--- src/sv/psps_pkg.sv ---
package psps_pkg;

   // Field widths
   localparam int FRAC_W    = 16;
   localparam int DIR_W     = 16;
   localparam int POS_W     = 32;
   localparam int GROUP_W   = 3;
   localparam int PROB_W    = 16;
   localparam int CSR_IDX_W = 3;
   localparam int CSR_DAT_W = 32;
   localparam int REQ_DAT_W = 48;
   localparam int RSP_DAT_W = 152;

   // Defaults for the top-level parameters
   localparam int MAX_GROUPS_DEF   = 4;
   localparam int CORDIC_STEPS_DEF = 16;

   // Fixed sizes of the datapath
   localparam int PROB_REGS  = 4;
   localparam int SQRT_STEPS = 16;
   localparam int ATAN_IDX_W = 5;
   localparam int CORDIC_W   = 32;

   // Q2.30 inverse CORDIC gain, start value of x
   localparam logic [CORDIC_W-1:0] CORDIC_GAIN_INV = 32'd652032874;

   // Register indexes of the configuration port
   localparam logic [CSR_IDX_W-1:0] REG_GROUP_COUNT = 3'd0;
   localparam logic [CSR_IDX_W-1:0] REG_PROB_0      = 3'd1;
   localparam logic [CSR_IDX_W-1:0] REG_PROB_1      = 3'd2;
   localparam logic [CSR_IDX_W-1:0] REG_PROB_2      = 3'd3;
   localparam logic [CSR_IDX_W-1:0] REG_PROB_3      = 3'd4;
   localparam logic [CSR_IDX_W-1:0] REG_SOURCE_X    = 3'd5;
   localparam logic [CSR_IDX_W-1:0] REG_SOURCE_Y    = 3'd6;
   localparam logic [CSR_IDX_W-1:0] REG_SOURCE_Z    = 3'd7;

   // atan(2^-i) in units of 2^-32 turn
   function automatic logic [CORDIC_W-1:0] atan_turns(input logic [ATAN_IDX_W-1:0] idx);
      logic [CORDIC_W-1:0] val;
      case (idx)
         5'd0:    val = 32'd536870912;
         5'd1:    val = 32'd316933406;
         5'd2:    val = 32'd167458907;
         5'd3:    val = 32'd85004756;
         5'd4:    val = 32'd42667331;
         5'd5:    val = 32'd21354465;
         5'd6:    val = 32'd10679838;
         5'd7:    val = 32'd5340245;
         5'd8:    val = 32'd2670163;
         5'd9:    val = 32'd1335087;
         5'd10:   val = 32'd667544;
         5'd11:   val = 32'd333772;
         5'd12:   val = 32'd166886;
         5'd13:   val = 32'd83443;
         5'd14:   val = 32'd41722;
         5'd15:   val = 32'd20861;
         5'd16:   val = 32'd10430;
         5'd17:   val = 32'd5215;
         5'd18:   val = 32'd2608;
         5'd19:   val = 32'd1304;
         5'd20:   val = 32'd652;
         5'd21:   val = 32'd326;
         5'd22:   val = 32'd163;
         5'd23:   val = 32'd81;
         default: val = '0;
      endcase
      return val;
   endfunction

endpackage

--- src/sv/point_source_particle_sampler.sv ---
// Flow: the request is loaded, run through the shared step loop of N = max(16, CORDIC_STEPS,
// MAX_GROUPS) steps, then through the cosine and sine products, and finished into the output.
// A new request is taken only once the previous one has reached the output register; the
// step loop (root digit, CORDIC rotation, group sum) and the shared product multiplier set the pace.
// A finished response waits in the output register while the next request is taken.
// Reset: synchronous, active high; clears control state and loads the register defaults.
module point_source_particle_sampler #(
   parameter int MAX_GROUPS   = psps_pkg::MAX_GROUPS_DEF,
   parameter int CORDIC_STEPS = psps_pkg::CORDIC_STEPS_DEF
) (
   input  logic                                clock,
   input  logic                                reset,
   // fields from bit 0 up: group_rand[15:0], mu_rand[15:0], phi_rand[15:0]
   input  logic                                req_tvalid,
   output logic                                req_tready,
   input  logic [psps_pkg::REQ_DAT_W-1:0]      req_tdata,
   // fields from bit 0 up: pos_x[31:0], pos_y[31:0], pos_z[31:0], dir_x[15:0],
   // dir_y[15:0], dir_z[15:0], energy_group[2:0], zero pad to 152 bits
   output logic                                rsp_tvalid,
   input  logic                                rsp_tready,
   output logic [psps_pkg::RSP_DAT_W-1:0]      rsp_tdata,
   input  logic                                csr_we,
   input  logic [psps_pkg::CSR_IDX_W-1:0]      csr_index,
   input  logic [psps_pkg::CSR_DAT_W-1:0]      csr_wdata
);

   // The step loop runs until the slowest of its three units is done
   localparam int ITER_A = (psps_pkg::SQRT_STEPS > CORDIC_STEPS) ?
                           psps_pkg::SQRT_STEPS : CORDIC_STEPS;
   localparam int N_ITER = (ITER_A > MAX_GROUPS) ? ITER_A : MAX_GROUPS;
   localparam int CNT_W  = $clog2(N_ITER);
   localparam int GN_W   = $clog2(MAX_GROUPS + 1);
   localparam int SUM_W  = psps_pkg::PROB_W + $clog2(MAX_GROUPS);
   localparam int CW     = psps_pkg::CORDIC_W;
   localparam int PROD_W = psps_pkg::DIR_W + CW + 1;

   typedef enum logic [2:0] {
      ST_IDLE,
      ST_LOAD,
      ST_ITER,
      ST_MUL_C,
      ST_MUL_S,
      ST_FINISH
   } state_type;

   state_type state_ff;

   // Configuration registers
   logic [psps_pkg::GROUP_W-1:0] gcount_ff;
   logic [psps_pkg::PROB_W-1:0]  prob_ff [psps_pkg::PROB_REGS];
   logic [psps_pkg::POS_W-1:0]   src_x_ff, src_y_ff, src_z_ff;

   // Working registers
   logic [psps_pkg::FRAC_W-1:0]  gfrac_ff;
   logic [psps_pkg::FRAC_W-1:0]  phi_ff;
   logic signed [psps_pkg::DIR_W-1:0] mu_ff;
   logic [CNT_W-1:0]             cnt_ff;
   logic [CW-1:0]                rem_ff, root_ff;
   logic signed [CW-1:0]         x_ff, y_ff, z_ff;
   logic [1:0]                   quad_ff;
   logic [SUM_W-1:0]             sum_ff;
   logic [psps_pkg::GROUP_W-1:0] grp_ff;
   logic                         found_ff;
   logic signed [PROD_W-1:0]     prod_ff;
   // Cosine result, kept apart while the multiplier forms the sine product
   logic signed [psps_pkg::DIR_W-1:0] dy_hold_ff;

   // Output register
   logic                         rsp_valid_ff;
   logic [psps_pkg::POS_W-1:0]   out_px_ff, out_py_ff, out_pz_ff;
   logic [psps_pkg::DIR_W-1:0]   out_dx_ff, out_dy_ff, out_dz_ff;
   logic [psps_pkg::GROUP_W-1:0] out_grp_ff;

   logic                         req_fire;
   logic                         out_free;
   logic [GN_W-1:0]              n_groups;
   logic [psps_pkg::FRAC_W-1:0]  mu_in;
   logic [psps_pkg::FRAC_W-1:0]  quad_sum;
   logic [CW-1:0]                vsq_in;
   logic [psps_pkg::DIR_W-2:0]   smag;
   logic [CW-1:0]                rem_in, root_in;
   logic signed [CW-1:0]         x_in, y_in, z_in;
   logic [SUM_W-1:0]             sum_in;
   logic [psps_pkg::GROUP_W-1:0] grp_in;
   logic                         found_in;
   logic signed [CW:0]           cos_val, sin_val, mul_op;
   logic signed [PROD_W-1:0]     prod_in;
   logic signed [psps_pkg::DIR_W-1:0] prod_sat;

   function automatic logic signed [psps_pkg::DIR_W-1:0] round_sat(
         input logic signed [PROD_W-1:0] p);
      logic signed [PROD_W-1:0] r;
      r = (p + (PROD_W'(1) <<< 29)) >>> 30;
      if (r > PROD_W'(32767))
         return 16'sh7FFF;
      else if (r < -PROD_W'(32768))
         return 16'sh8000;
      else
         return r[psps_pkg::DIR_W-1:0];
   endfunction

   assign req_tready = (state_ff == ST_IDLE);
   assign req_fire   = req_tvalid && req_tready;
   assign out_free   = !rsp_valid_ff || rsp_tready;

   // Clamp the configured group count to the hardware limit
   always_comb begin
      if (int'(gcount_ff) > MAX_GROUPS)
         n_groups = GN_W'(MAX_GROUPS);
      else
         n_groups = GN_W'(gcount_ff);
   end

   // Request decode: mu = 2u - 1 is the fraction with its top bit flipped
   assign mu_in    = req_tdata[31:16] ^ 16'h8000;
   // Quadrant is the top two bits of the angle advanced by one eighth turn
   assign quad_sum = phi_ff + 16'h2000;
   assign vsq_in   = 32'h4000_0000 - 32'(mu_ff * mu_ff);
   // Root of 2^30 - mu^2 reaches 32768 only at mu = 0; hold it at 32767
   assign smag     = (root_ff > 32'd32767) ? 15'h7FFF : root_ff[psps_pkg::DIR_W-2:0];

   // One step of each shared unit, indexed by the step counter
   always_comb begin
      logic [CW-1:0]        bit_v;
      logic [CW-1:0]        trial;
      logic signed [CW-1:0] dx, dy;
      logic [CW-1:0]        at;
      logic [SUM_W-1:0]     p_ext;
      bit_v = 32'h4000_0000 >> {cnt_ff, 1'b0};
      trial = root_ff + bit_v;
      rem_in  = rem_ff;
      root_in = root_ff;
      if (int'(cnt_ff) < psps_pkg::SQRT_STEPS) begin
         if (rem_ff >= trial) begin
            rem_in  = rem_ff - trial;
            root_in = (root_ff >> 1) + bit_v;
         end else begin
            root_in = root_ff >> 1;
         end
      end

      dx = y_ff >>> cnt_ff;
      dy = x_ff >>> cnt_ff;
      at = psps_pkg::atan_turns(psps_pkg::ATAN_IDX_W'(cnt_ff));
      x_in = x_ff;
      y_in = y_ff;
      z_in = z_ff;
      if (int'(cnt_ff) < CORDIC_STEPS) begin
         if (!z_ff[CW-1]) begin
            x_in = x_ff - dx;
            y_in = y_ff + dy;
            z_in = z_ff - $signed(at);
         end else begin
            x_in = x_ff + dx;
            y_in = y_ff - dy;
            z_in = z_ff + $signed(at);
         end
      end

      // Groups past the probability registers carry zero probability
      if (int'(cnt_ff) < psps_pkg::PROB_REGS)
         p_ext = SUM_W'(prob_ff[cnt_ff[1:0]]);
      else
         p_ext = '0;
      sum_in   = sum_ff;
      grp_in   = grp_ff;
      found_in = found_ff;
      if (!found_ff && (int'(cnt_ff) < int'(n_groups))) begin
         sum_in = sum_ff + p_ext;
         if (sum_in > SUM_W'(gfrac_ff)) begin
            found_in = 1'b1;
            grp_in   = psps_pkg::GROUP_W'(int'(cnt_ff) + 1);
         end
      end
   end

   // Turn the result for the folded residual angle by the stored number of quarter turns
   always_comb begin
      case (quad_ff)
         2'd0: begin
            cos_val = (CW+1)'(x_ff);
            sin_val = (CW+1)'(y_ff);
         end
         2'd1: begin
            cos_val = -(CW+1)'(y_ff);
            sin_val = (CW+1)'(x_ff);
         end
         2'd2: begin
            cos_val = -(CW+1)'(x_ff);
            sin_val = -(CW+1)'(y_ff);
         end
         default: begin
            cos_val = (CW+1)'(y_ff);
            sin_val = -(CW+1)'(x_ff);
         end
      endcase
      mul_op  = (state_ff == ST_MUL_C) ? cos_val : sin_val;
      prod_in = $signed({1'b0, smag}) * mul_op;
   end

   assign prod_sat = round_sat(prod_ff);

   always_ff @(posedge clock) begin
      if (reset) begin
         state_ff     <= ST_IDLE;
         rsp_valid_ff <= 1'b0;
         gcount_ff    <= 3'd1;
         prob_ff[0]   <= 16'hFFFF;
         prob_ff[1]   <= '0;
         prob_ff[2]   <= '0;
         prob_ff[3]   <= '0;
         src_x_ff     <= '0;
         src_y_ff     <= '0;
         src_z_ff     <= '0;
         cnt_ff       <= '0;
      end else begin
         // Configuration writes; writes must happen only while no request is in flight (the block does not enforce it)
         if (csr_we) begin
            case (csr_index)
               psps_pkg::REG_GROUP_COUNT: gcount_ff  <= csr_wdata[psps_pkg::GROUP_W-1:0];
               psps_pkg::REG_PROB_0:      prob_ff[0] <= csr_wdata[psps_pkg::PROB_W-1:0];
               psps_pkg::REG_PROB_1:      prob_ff[1] <= csr_wdata[psps_pkg::PROB_W-1:0];
               psps_pkg::REG_PROB_2:      prob_ff[2] <= csr_wdata[psps_pkg::PROB_W-1:0];
               psps_pkg::REG_PROB_3:      prob_ff[3] <= csr_wdata[psps_pkg::PROB_W-1:0];
               psps_pkg::REG_SOURCE_X:    src_x_ff   <= csr_wdata;
               psps_pkg::REG_SOURCE_Y:    src_y_ff   <= csr_wdata;
               psps_pkg::REG_SOURCE_Z:    src_z_ff   <= csr_wdata;
               default: ;
            endcase
         end

         // Drop the response once the downstream side takes it, unless the
         // finish step lands a new one on the same edge
         if (rsp_valid_ff && rsp_tready && state_ff != ST_FINISH)
            rsp_valid_ff <= 1'b0;

         case (state_ff)
            ST_IDLE: begin
               if (req_fire) begin
                  gfrac_ff <= req_tdata[15:0];
                  mu_ff    <= $signed(mu_in);
                  phi_ff   <= req_tdata[47:32];
                  state_ff <= ST_LOAD;
               end
            end
            ST_LOAD: begin
               // Square mu, seed the root, the rotation and the group search
               rem_ff   <= vsq_in;
               root_ff  <= '0;
               x_ff     <= $signed(psps_pkg::CORDIC_GAIN_INV);
               y_ff     <= '0;
               z_ff     <= $signed({phi_ff - {quad_sum[15:14], 14'd0}, 16'd0});
               quad_ff  <= quad_sum[15:14];
               sum_ff   <= '0;
               grp_ff   <= psps_pkg::GROUP_W'(1);
               found_ff <= (int'(n_groups) < 2);
               cnt_ff   <= '0;
               state_ff <= ST_ITER;
            end
            ST_ITER: begin
               rem_ff   <= rem_in;
               root_ff  <= root_in;
               x_ff     <= x_in;
               y_ff     <= y_in;
               z_ff     <= z_in;
               sum_ff   <= sum_in;
               grp_ff   <= grp_in;
               found_ff <= found_in;
               if (int'(cnt_ff) == N_ITER - 1) begin
                  cnt_ff   <= '0;
                  state_ff <= ST_MUL_C;
               end else begin
                  cnt_ff <= cnt_ff + 1'b1;
               end
            end
            ST_MUL_C: begin
               // The multiplier is shared: cosine product first
               prod_ff  <= prod_in;
               state_ff <= ST_MUL_S;
            end
            ST_MUL_S: begin
               // Round the cosine product aside, then form the sine product
               dy_hold_ff <= prod_sat;
               prod_ff    <= prod_in;
               state_ff   <= ST_FINISH;
            end
            ST_FINISH: begin
               if (out_free) begin
                  out_px_ff    <= src_x_ff;
                  out_py_ff    <= src_y_ff;
                  out_pz_ff    <= src_z_ff;
                  out_dx_ff    <= mu_ff;
                  out_dy_ff    <= dy_hold_ff;
                  out_dz_ff    <= prod_sat;
                  out_grp_ff   <= grp_ff;
                  rsp_valid_ff <= 1'b1;
                  state_ff     <= ST_IDLE;
               end
            end
            default: state_ff <= ST_IDLE;
         endcase
      end
   end

   assign rsp_tvalid = rsp_valid_ff;
   assign rsp_tdata  = {5'd0, out_grp_ff, out_dz_ff, out_dy_ff, out_dx_ff,
                        out_pz_ff, out_py_ff, out_px_ff};

`ifndef SYNTHESIS
   // An accepted request always starts the load step next
   a_accept_to_load: assert property (@(posedge clock) disable iff (reset)
      req_fire |=> (state_ff == ST_LOAD))
      else $error("request accepted without entering load");

   // A new response appears only from the finish step
   a_rsp_from_finish: assert property (@(posedge clock) disable iff (reset)
      $rose(rsp_valid_ff) |-> ($past(state_ff) == ST_FINISH))
      else $error("response raised outside finish");

   // Finish never overwrites a response that is still waiting
   a_no_overwrite: assert property (@(posedge clock) disable iff (reset)
      (state_ff == ST_FINISH && rsp_valid_ff && !rsp_tready) |=> (state_ff == ST_FINISH))
      else $error("pending response overwritten");
`endif

endmodule

--- config.mk ---
export PLATFORM = sky130hd
export DESIGN_NAME = point_source_particle_sampler
export DESIGN_NICKNAME = d
export VERILOG_FILES = /design/src/sv/psps_pkg.sv /design/src/sv/point_source_particle_sampler.sv
export SDC_FILE = /design/constraint.sdc
export NUM_CORES = 2
export LEC_CHECK = 0
export BUFFER_PORTS_ARGS = -buffer_cell sky130_fd_sc_hd__buf_2
export CAP_MARGIN = 0
export CORE_MARGIN = 2
export CORE_UTILIZATION = 32
export DETAILED_ROUTE_END_ITERATION = 8
export HOLD_SLACK_MARGIN = 0.1
export PLACE_DENSITY = 0.59
export SKIP_CTS_REPAIR_TIMING = 1
export SYNTH_ARGS = -nofsm -noshare
export SYNTH_HDL_FRONTEND = slang
export SYNTH_SLANG_ARGS = --single-unit
--- constraint.sdc ---
create_clock -name clock -period 16.42 [get_ports clock]
set_clock_uncertainty 0.15 [all_clocks]
set_input_delay 1.642 -clock clock [delete_from_list [all_inputs] [get_ports clock]]
set_output_delay 1.642 -clock clock [all_outputs]
set_load 0.01 [all_outputs]
==> flow_metrics.py <==
metrics = {
    "outcome": {
        "status": "finished, final reports clean",
    },
    "timing": {
        "rsz0062_at_grt": "false",
        "setup_tns_ns": 0,
        "worstMarginPinSlew_ns": 1.30,
        "slew_viol_final": 0,
        "finalHoldViolCount": 0,
        "slew_headroom_pct": 12.5,
        "setup_viol": 0,
        "min_period_ns": 10.28,
        "fmax_mhz": 97.3,
        "fin_crit_sh_pct": 62.6,
    },
    "global_routing": {
        "globalRoute.totalOverflow": 0,
        "grt_pass1_vias": 51800,
        "grt_pass1_wl_mm": 289,
        "grt_max_degree": 130,
        "antenna_found_initial": 9,
        "groute.usage.overall_pct": 17.3,
    },
    "worst_setup_path": {
        "crit_path_end": "prod_ff[47]",
        "arrival_ns": 10.56,
        "endpoint_kind": "flip-flop",
        "crit_top_cell": "fa_1",
        "path_class": "reg -> reg",
        "critPathSlowestCell": "nor3_1",
        "reg2reg_from": "state_ff[1]",
        "crit_fanout": 27,
        "crit_required_ns": 16.70,
        "slowest_delay_ns": 1.02,
        "crit_path_start": "state_ff[1]",
        "reg2reg_depth": 31,
        "cp-start-kind": "flip-flop",
        "timing.rr.end": "prod_ff[47]",
        "ff2ff_setup_slack_ns": 6.14,
    },
    "floorplanning": {
        "start_util_pct": 32.2,
        "num_rows": 165,
        "die-area_um2": 208000,
        "die_w_um": 456,
        "die_h_um": 456,
        "core_area_um2": 203000,
        "pin_count": 242,
    },
    "yosys": {
        "syn_area_um2": 65300,
        "yosysWarnings": 0,
        "synth_common_cells": "nand2_1, inv_1, fa_1",
        "ys_async_sr_fraction_pct": 0,
        "yosysTopAreaCellShare_pct": 22.1,
        "syn_inst": 6854,
        "netlist_top_cells_area": "fa_1, edfxtp_1, ha_1",
        "post-synth-top-count-cell": "nand2_1",
        "synth_top_cell_by_area": "fa_1",
        "synth_ff_type": "edfxtp_1",
        "yosysSeqAreaShare_pct": 26.3,
        "ys_ff_latch": 618,
        "synth_cell_types": 109,
        "synth_edf_count": 479,
        "syn_area_per_cell_um2": 9.52,
    },
    "clock_tree": {
        "path_clk_slew_ns": 0.06,
        "cts_root_buffer": "clkbuf_16",
        "htreeDepth": 3,
        "clock_latency_ns": 0.70,
        "tritoncts": "yes",
        "ctsLongestPathBuffers": 3,
        "cts_buffers": 77,
        "cts_sinks": 618,
    },
    "placement": {
        "io_buffers": 236,
        "globalplace.congestion": 0.887,
        "hpwl_mm": 137,
    },
    "layout": {
        "multiInputGateArea_um2": 43500,
        "n_fill_cell": 20400,
        "ff_latch_area_um2": 17200,
        "nNetsFinal": 8172,
        "drive_gt1_share_pct": 9.64,
        "area_delta_synth_final_pct": 10.1,
    },
    "detailed_routing": {
        "firstDrtPassIters": 9,
        "post-route-drc-count": 0,
        "initialDrtViolationCount": 3874,
        "vias": 49700,
        "wl_mm": 181,
        "via_per_inst": 5.14,
        "detail-route-antenna-nets": 0,
        "wl_per_cell_um": 18.7,
    },
    "min_path": {
        "min_path_type": "reg -> reg",
    },
    "job": {
        "cap_violations": 0,
    },
}
[stage by stage]
stage / cell area, um^2 / hold slack (ns) / cells / utilization [%] / worst slack, ns
2_1_floorplan: 65300 / 0.250 / 6858 / - / 2.20
3_3_place_gp: 69200 / 0.252 / 9527 / 34.2 / 6.50
3_5_place_dp: 69200 / 0.255 / 9527 / 34.2 / 6.29
4_1_cts: 71800 / 0.267 / 9670 / 35.5 / 6.28
5_1_grt: 71800 / 0.268 / 9672 / 35.5 / 5.69
6_report: 71800 / 0.265 / 9672 / 35.5 / 6.14
[worst min-delay path by stage]
stage	from	to	slack, ns	cells after the start
6_report	dy_hold_ff[6]	out_dy_ff[6]	0.26	0
5_1_grt	dy_hold_ff[3]	out_dy_ff[3]	0.27	0
4_1_cts	dy_hold_ff[6]	out_dy_ff[6]	0.27	0
3_5_place_dp	dy_hold_ff[1]	out_dy_ff[1]	0.25	0
3_3_place_gp	dy_hold_ff[4]	out_dy_ff[4]	0.25	0
2_1_floorplan	dy_hold_ff[0]	out_dy_ff[0]	0.25	0
[cell usage in the layout (no fill, tap or decap), types with 15 or more instances in the layout]
cell and instances:
a211oi_1 32, a21o_1 103, a21oi_1 426, a31o_2 18, a31oi_1 64, and2_1 107, and3_1 67, buf_2 235
buf_4 82, clkbuf_1 21, clkbuf_16 79, dfxtp_1 135, edfxtp_1 479, fa_1 719, ha_1 430, inv_1 888
mux2_2 33, mux2i_1 69, mux4_1 15, mux4_2 78, nand2_1 896, nand2b_1 69, nand3_1 71, nand4_1 23
nor2_1 504, nor2b_1 102, nor3_1 113, nor3b_1 16, nor4_1 33, o211ai_1 17, o21a_1 34, o21ai_0 224
o21bai_1 41, o31ai_1 29, or2_2 36, or3_1 51, xnor2_1 203, xor2_1 155
[sequential cells by signal, indices dropped and copies added (netlist names), 18 cells and up, named ones only]
signal	count
y_ff	32
root_ff	32
src_x_ff	32
x_ff	32
prob_ff	64
sum_ff	18
prod_ff	20
rem_ff	32
out_pz_ff	32
out_px_ff	32
src_z_ff	32
z_ff	32
src_y_ff	32
out_py_ff	32
[layer usage]
layer / share of wire (%) / up-vias / track usage [%]
met5: 0.019 / - / 0
li1: - / 23100 / -
met4: 3.0 / 6 / 5.29
met1: 44 / 24800 / 23.0
met3: 6.6 / 292 / 2.97
met2: 47 / 1492 / 28.8
[layout make-up]
type / instances / area share, %
inverters: 892 / 4.66
multi-input cells: 5027 / 60.6
repair buffers: 319 / 2.53
clock inverters: 33 / 0.580
clock buffers: 110 / 3.04
well taps: 2672 / 4.65
diodes: 1 / 0.00348
flip-flops and latches: 618 / 23.9
[cell families (layout without fill, tap and decap cells)]
group	count (synthesis)	in the layout	synth area share [%]
fa+ha+maj	1149	1149	30.3
buf+inv	1213	1354	7.22
compound gates	1150	1150	11.0
other cells	1	6	0.00575
mux	197	197	4.98
simple gates	2166	2166	15.3
xor+xnor	360	360	4.85
flops	618	618	26.3
[critical path: cells and delay by family (launching register included)]
| kind | cells | cell delay [ns] |
|---|---|---|
| simple gates | 7 | 1.76 |
| fa+ha+maj | 7 | 3.41 |
| xor+xnor | 1 | 0.10 |
| flops | 1 | 0.94 |
| buf+inv | 5 | 0.64 |
| compound gates | 11 | 2.97 |
Power is not shown: default switching activity piles up to over one toggle a cycle in this logic, so the estimate is an artifact.
